==> config.mk <==
export PLATFORM = sky130hd
export DESIGN_NAME = bgb_front
export DESIGN_NICKNAME = d
export VERILOG_FILES = /design/src/design/bgb_pkg.sv /design/src/design/bgb_front.sv
export SDC_FILE = /design/constraint.sdc
export NUM_CORES = 1
export LEC_CHECK = 0
export ABC_AREA = 1
export BUFFER_PORTS_ARGS = -buffer_cell sky130_fd_sc_hd__buf_2
export CORE_ASPECT_RATIO = 1.2
export CORE_UTILIZATION = 56
export CTS_CLUSTER_DIAMETER = 100
export CTS_CLUSTER_SIZE = 16
export DETAILED_ROUTE_END_ITERATION = 16
export GPL_ROUTABILITY_DRIVEN = 0
export PLACE_DENSITY_LB_ADDON = 0.08
export SKIP_LAST_GASP = 1
export SYNTH_ARGS = -nofsm -noshare
export SYNTH_HDL_FRONTEND = slang
export SYNTH_SLANG_ARGS = --single-unit
==> constraint.sdc <==
create_clock -name clock -period 7.8 [get_ports clock]
set_clock_uncertainty 0.1 [all_clocks]
set_input_delay 0.39 -clock clock [delete_from_list [all_inputs] [get_ports clock]]
set_output_delay 0.39 -clock clock [all_outputs]
set_load 0.02 [all_outputs]
==> src/design/bgb_pkg.sv <==
// ----------------------------------------------------------------------------
// bgb_pkg
// Shared opcodes, command classes and item structs of the bit-granular buffer.
// ----------------------------------------------------------------------------
package bgb_pkg;

   // request opcodes as they arrive on the stream
   localparam logic [2:0] OPC_WRITE = 3'd0;
   localparam logic [2:0] OPC_READ  = 3'd1;
   localparam logic [2:0] OPC_CLEAR = 3'd2;
   localparam logic [2:0] OPC_PAD   = 3'd3;
   localparam logic [2:0] OPC_SKIP  = 3'd4;
   localparam logic [2:0] OPC_SEEK  = 3'd5;

   localparam int unsigned DATA_BITS  = 32;
   localparam int unsigned COUNT_BITS = 6;
   localparam int unsigned POS_BITS   = 16;

   typedef enum logic [2:0] {
      KIND_WRITE = 3'd0,
      KIND_READ  = 3'd1,
      KIND_CLEAR = 3'd2,
      KIND_PAD   = 3'd3,
      KIND_SKIP  = 3'd4,
      KIND_SEEK  = 3'd5,
      KIND_NOP   = 3'd6
   } kind_type;

   // classified command passed from front to back
   typedef struct packed {
      kind_type                kind;
      logic [DATA_BITS-1:0]    value;
      logic [COUNT_BITS-1:0]   count;   // already clamped
   } cmd_type;

   typedef struct packed {
      logic [DATA_BITS-1:0]    read_data;
      logic [COUNT_BITS-1:0]   bits_done;
      logic [POS_BITS-1:0]     cursor_now;
      logic [POS_BITS-1:0]     fill_bits;
      logic                    fault;
   } rsp_type;

endpackage

==> src/design/bgb_front.sv <==
// ----------------------------------------------------------------------------
// bgb_front
// Accepts request items, decodes the opcode, clamps the bit count and holds
// the classified commands in a two-entry queue for the back end.
// ----------------------------------------------------------------------------
module bgb_front #(
   parameter int MAX_FIELD_BITS = 32
) (
   input  logic                             clock,
   input  logic                             reset,
   input  logic                             req_valid,
   output logic                             req_ready,
   input  logic [2:0]                       req_opcode,
   input  logic [bgb_pkg::DATA_BITS-1:0]    req_value,
   input  logic [bgb_pkg::COUNT_BITS-1:0]   req_count,
   output logic                             cmd_valid,
   output bgb_pkg::cmd_type                 cmd,
   input  logic                             cmd_pop
);

   localparam int LIM = (MAX_FIELD_BITS < 32) ? MAX_FIELD_BITS : 32;
   localparam logic [bgb_pkg::COUNT_BITS-1:0] LIM_COUNT = bgb_pkg::COUNT_BITS'(LIM);

   bgb_pkg::cmd_type   entry_ff [2];
   logic               wr_ptr_ff, wr_ptr_in;
   logic               rd_ptr_ff, rd_ptr_in;
   logic [1:0]         count_ff,  count_in;
   bgb_pkg::cmd_type   decoded;
   logic               push;

   always_comb begin
      unique case (req_opcode)
         bgb_pkg::OPC_WRITE: decoded.kind = bgb_pkg::KIND_WRITE;
         bgb_pkg::OPC_READ:  decoded.kind = bgb_pkg::KIND_READ;
         bgb_pkg::OPC_CLEAR: decoded.kind = bgb_pkg::KIND_CLEAR;
         bgb_pkg::OPC_PAD:   decoded.kind = bgb_pkg::KIND_PAD;
         bgb_pkg::OPC_SKIP:  decoded.kind = bgb_pkg::KIND_SKIP;
         bgb_pkg::OPC_SEEK:  decoded.kind = bgb_pkg::KIND_SEEK;
         default:            decoded.kind = bgb_pkg::KIND_NOP;
      endcase
      decoded.value = req_value;
      decoded.count = (req_count > LIM_COUNT) ? LIM_COUNT : req_count;
   end

   assign req_ready = (count_ff != 2'd2);
   assign push      = req_valid && req_ready;
   assign cmd_valid = (count_ff != 2'd0);
   assign cmd       = entry_ff[rd_ptr_ff];

   always_comb begin
      wr_ptr_in = push    ? ~wr_ptr_ff : wr_ptr_ff;
      rd_ptr_in = cmd_pop ? ~rd_ptr_ff : rd_ptr_ff;
      count_in  = count_ff;
      if (push && !cmd_pop) begin
         count_in = count_ff + 2'd1;
      end else if (!push && cmd_pop) begin
         count_in = count_ff - 2'd1;
      end
   end

   always_ff @(posedge clock) begin
      if (reset) begin
         wr_ptr_ff <= 1'b0;
         rd_ptr_ff <= 1'b0;
         count_ff  <= 2'd0;
      end else begin
         wr_ptr_ff <= wr_ptr_in;
         rd_ptr_ff <= rd_ptr_in;
         count_ff  <= count_in;
      end
   end

   always_ff @(posedge clock) begin
      if (push) begin
         entry_ff[wr_ptr_ff] <= decoded;
      end
   end

endmodule

* Word-level counts from Yosys, hierarchy flattened
Memory sizes are Yosys's and may differ from the RTL's. A register that Yosys moved wholly into a read port is not among the register bits.
Cells that the tools add are included.
** Storage, ports and cells
- Flip-flop bits (word level) :: 4
- Memory bits (writable) :: 82
- Memories kept :: 1
** Memory list
- entry_ff :: words 2, width 41, rd ports 1, clocked after memory_dff 1, write ports 1, RTL line bgb_front.sv:24 : bgb_pkg::cmd_type entry_ff [2];
** Cells by class
- Add/subtract/negate cells :: 2
- Order comparisons :: 1
- Equal/unequal tests :: 6
- Muxes and demuxes :: 8
- Bitwise gates (word level) :: 2
- Reductions and logical operators :: 8
** Operators by type and width (number)
- case mux 3 bit (6 select lines) :: 1
- equality test 3 x 2 -> 1 bit, second input constant :: 2
- equality test 3 bit, second input constant :: 2
- greater-than comparator 6 bit, second input constant :: 1
- two-way mux 6 bit :: 1
- two-way mux 1 bit :: 4
- two-way mux 2 bit :: 2
- nonzero test 2 bit :: 2
- equality test 3 x 1 -> 1 bit, second input constant :: 1
- logical AND 1 bit :: 3
- zero test 3 bit :: 1
- adder 2 x 1 -> 2 bit, second input constant :: 1
- zero test 1 bit :: 2
- != test 2 bit, second input constant :: 1
- inverter 1 bit :: 2
- subtractor 2 x 1 -> 2 bit, second input constant :: 1

* Depth between registers and ports, before layout
- Word-level depth :: 6
- Depth in mapped cells :: 11
- Mapped depth without buffers :: 11

* Worst setup path after synthesis
No wires, ideal clock.
- Path kind :: register to register
- Start :: register count_ff[0]
- End :: memory entry_ff[0][0] (netlist name), enable pin
- Library setup time :: 0.439 ns
- Arrival :: 2.427 ns
- Data required time :: 7.261 ns
- Path slack :: 4.834 ns
- Cell stages (with the launch flop) :: 5
- Cell sequence :: dfxtp_1 > inv_1 > nand2_1 > nand2_1 > nor2_1
** Between the ends
- Word-level cells in the longest chain between the ends :: 4
** Ends and longest elaborated chain
- start, declared :: RTL line bgb_front.sv:27 : logic [1:0] count_ff, count_in;
- start signal, assigned :: RTL line bgb_front.sv:69 : count_ff <= count_in;
- != test 2 bit :: RTL line bgb_front.sv:45 : assign req_ready = (count_ff != 2'd2);
- via req_ready :: RTL line bgb_front.sv:12 : output logic req_ready,
- logical AND 1 bit :: RTL line bgb_front.sv:46 : assign push = req_valid && req_ready;
- two-way mux 1 bit :: RTL line bgb_front.sv:74 : if (push) begin
- two-way mux 1 bit (not written as such) :: RTL line bgb_front.sv:75 : entry_ff[wr_ptr_ff] <= decoded;
- end, declared :: RTL line bgb_front.sv:24
The timed path passes the listed nets, and every way through them passes these cells.

==> summary.txt <==
Place
  • Dpl cells: 343
  • Placed Area: 3940 sq um
  • I/O Buffers: 87
  • Post-detail-place hpwl: ~3300 um
  • Pre-CTS WS: 5620 ps

Worst setup path
  • Register-to-register setup slack: ~5800 ps
  • Max incr delay on CP: 640 ps
  • Arr. time, crit path: 2030 ps
  • Crit path max-delay family: buffers and inverters
  • CP required: between 7000 and 8000 ps
  • Critical path fanouts, max: 27
  • Crit path kind: flip-flop to output port
  • Crit path buf inv count: 2
  • Critical Path Start Type: flip-flop
  • Slowest library cell on the worst path: dfxtp_2
  • Worst Setup End Kind: output port
  • Critical-path cell list: buf_4 > mux2_4 > buf_2

Route
  • DRT antenna net count: 0
  • Vias: roughly 1,800
  • DRC viols: 0
  • Vias/cell: 4.89
  • Initial drt markers: 63
  • Wirelength per Cell: roughly 14 um
  • Drt first pass iters: 4
  • Routed WL: between 5000 and 6000 um

Finish
  • Share of cells above drive strength 1: between 50% and 60%
  • Area grow syn2layout: 20.5%
  • Final instance area: about 4200 sq um
  • Finished Layout Cells: ~360
  • Fillers: 403
  • Layout Nets: between 300 and 400
  • # diodes: 0

Timing
  • Final period util: between 30% and 40%
  • Relative slew slack: 67.3%
  • Final worst slack: about 5300 ps
  • RSZ-0062 raised after global routing: no
  • Tmin final: 2520 ps
  • Fmax: roughly 400 MHz
  • Endpoints failing setup: 0
  • TNS Setup: 0 ps
  • Slew Viols, Final: 0
  • Final-report hold violation count: 0
  • Slew @ Worst Pin: 490 ps

Yosys
  • Synth warnings: 0
  • Post-synth top flop: edfxtp_1
  • Net Count, Synth: 225
  • Ys async rst share: 0%
  • Post-synth EDFFs: 82
  • Post-Syn Instances: roughly 180
  • Sequential-to-total area share from yosys stat: roughly three quarters
  • Synth unique cells: 17
  • Mapped Area: between 3000 and 4000 sq um
  • Syn Area/Cell: about 19 sq um
  • #FFs+latches synth: slightly below 90

Die
  • Total die area: 6510 sq um
  • # IOs: just under 90
  • Die Ht: about 88 um
  • Initial Util: approximately 58%
  • # rows: 31
  • Die extent in x: roughly 74 um
  • Core Region: 6010 sq um

Power
  • Worst VDD drop: about 0.18 mV
  • PD cells: between 200 and 300 nW/um^2
  • Total power: 0.00110 W
  • P_leak: approximately 1.7 nW

GRT
  • First-pass GRT wire length: between 7000 and 8000 um
  • Antenna violations before repair: 0
  • All-Layer GR Usage: between 15 and 20%
  • Global route total overflow: 0
  • Vias in the first global route: about 1,600
  • Pin count of the biggest net entering global routing: 31

Clock network
  • Post_cts resized: 0
  • Worst-skew pair later-pin latency: 340 ps
  • Hold buffers post-CTS: 0
  • TritonCTS clock tree: yes
  • Num CTS Buffers: 9
  • Clock Tree Root: clkbuf_8
  • CTS max path bufs: 2
  • Post-CTS setup repair buffer count: 0
  • H-tree depth: 3
  • Clock Sinks: 87
  • Worst-path clk slew: 80 ps

Outcome
  • Status: complete, no violations

Min path
  • Worst min path class: primary input to flip-flop

Job
  • Max-cap violation count: 0
-- synthesized netlist by cell type, types with 2 or more instances --
cell type | n | area [sq um]
nand3_1 | 2 | 10.0
nand2_1 | 7 | 26.3
a21boi_0 | 2 | 15.0
buf_12 | 4 | 80.1
o21ai_0 | 2 | 10.0
mux2_4 | 40 | 601
clkbuf_1 | 3 | 11.3
nor2_1 | 13 | 48.8
dfxtp_1 | 5 | 100
inv_1 | 13 | 48.8
edfxtp_1 | 82 | 2460
-- cell families after synthesis --
| group | share of synthesized area (%) |
|---|---|
| compound gates | 0.866 |
| fa+ha+maj | 0.361 |
| mux | 17.6 |
| buf+inv | 4.37 |
| flops | 73.9 |
| simple gates | 2.63 |
| xor+xnor | 0.253 |
-- sequential cells by signal, summed over array words and instances (netlist names), named ones only --
register and count:
rd_ptr_ff 1, wr_ptr_ff 1, entry_ff 82, count_ff 2
-- power breakdown --
part | internal [W] | switching, W
Sequential | 0.000555 | 0.0000143
Clock | 0.000210 | 0.000146
Combinational | 0.0000784 | 0.0000987
-- layout make-up --
| type | instances | area, sq um | share of cell area (%) |
|---|---|---|---|
| Clock inverter | 7 | 111 | 2.67 |
| Tap cell | 82 | 103 | 2.46 |
| Multi-Input combinational cell | 71 | 769 | 18.4 |
| Inverter | 13 | 48.8 | 1.17 |
| Timing Repair Buffer | 90 | 458 | 11.0 |
| Clock buffer | 9 | 124 | 2.96 |
| Sequential cell | 87 | 2560 | 61.4 |
-- routing by layer --
layer	part of all wire, %	vias up	global-route usage (%)
li1	-	843	-
met1	41	843	19.7
met2	53	62	27.6
met3	4.1	9	3.64
met4	1.9	0	10.5
met5	0	-	0
-- worst paths after layout --
check               endpoint  cells after the start     startpoint
max                  cmd[19]                      3      flip-flop
min          entry_ff[0][30]                      1  req_value[24]
max reg2reg  entry_ff[0][37]                      5    count_ff[0]
min reg2reg        flip-flop                      2      rd_ptr_ff
-- placed cells by master, fill, tap and decap left out, drive strengths merged, types with 3 or more instances in the layout --
master	instances
buf	90
edfxtp	82
mux2	41
inv	13
nor2	13
clkbuf	9
nand2	7
dfxtp	5
bufinv	3
clkinv	3
-- metrics by stage --
stage | hold WS (ps) | util [%]
6_report | 127 | 69.5
5_1_grt | 107 | 69.5
4_1_cts | 108 | 69.5
3_5_place_dp | 401 | 65.6
3_3_place_gp | 395 | 65.6
2_1_floorplan | 362 | -
Note: power is estimated with default switching activity, not from simulation.
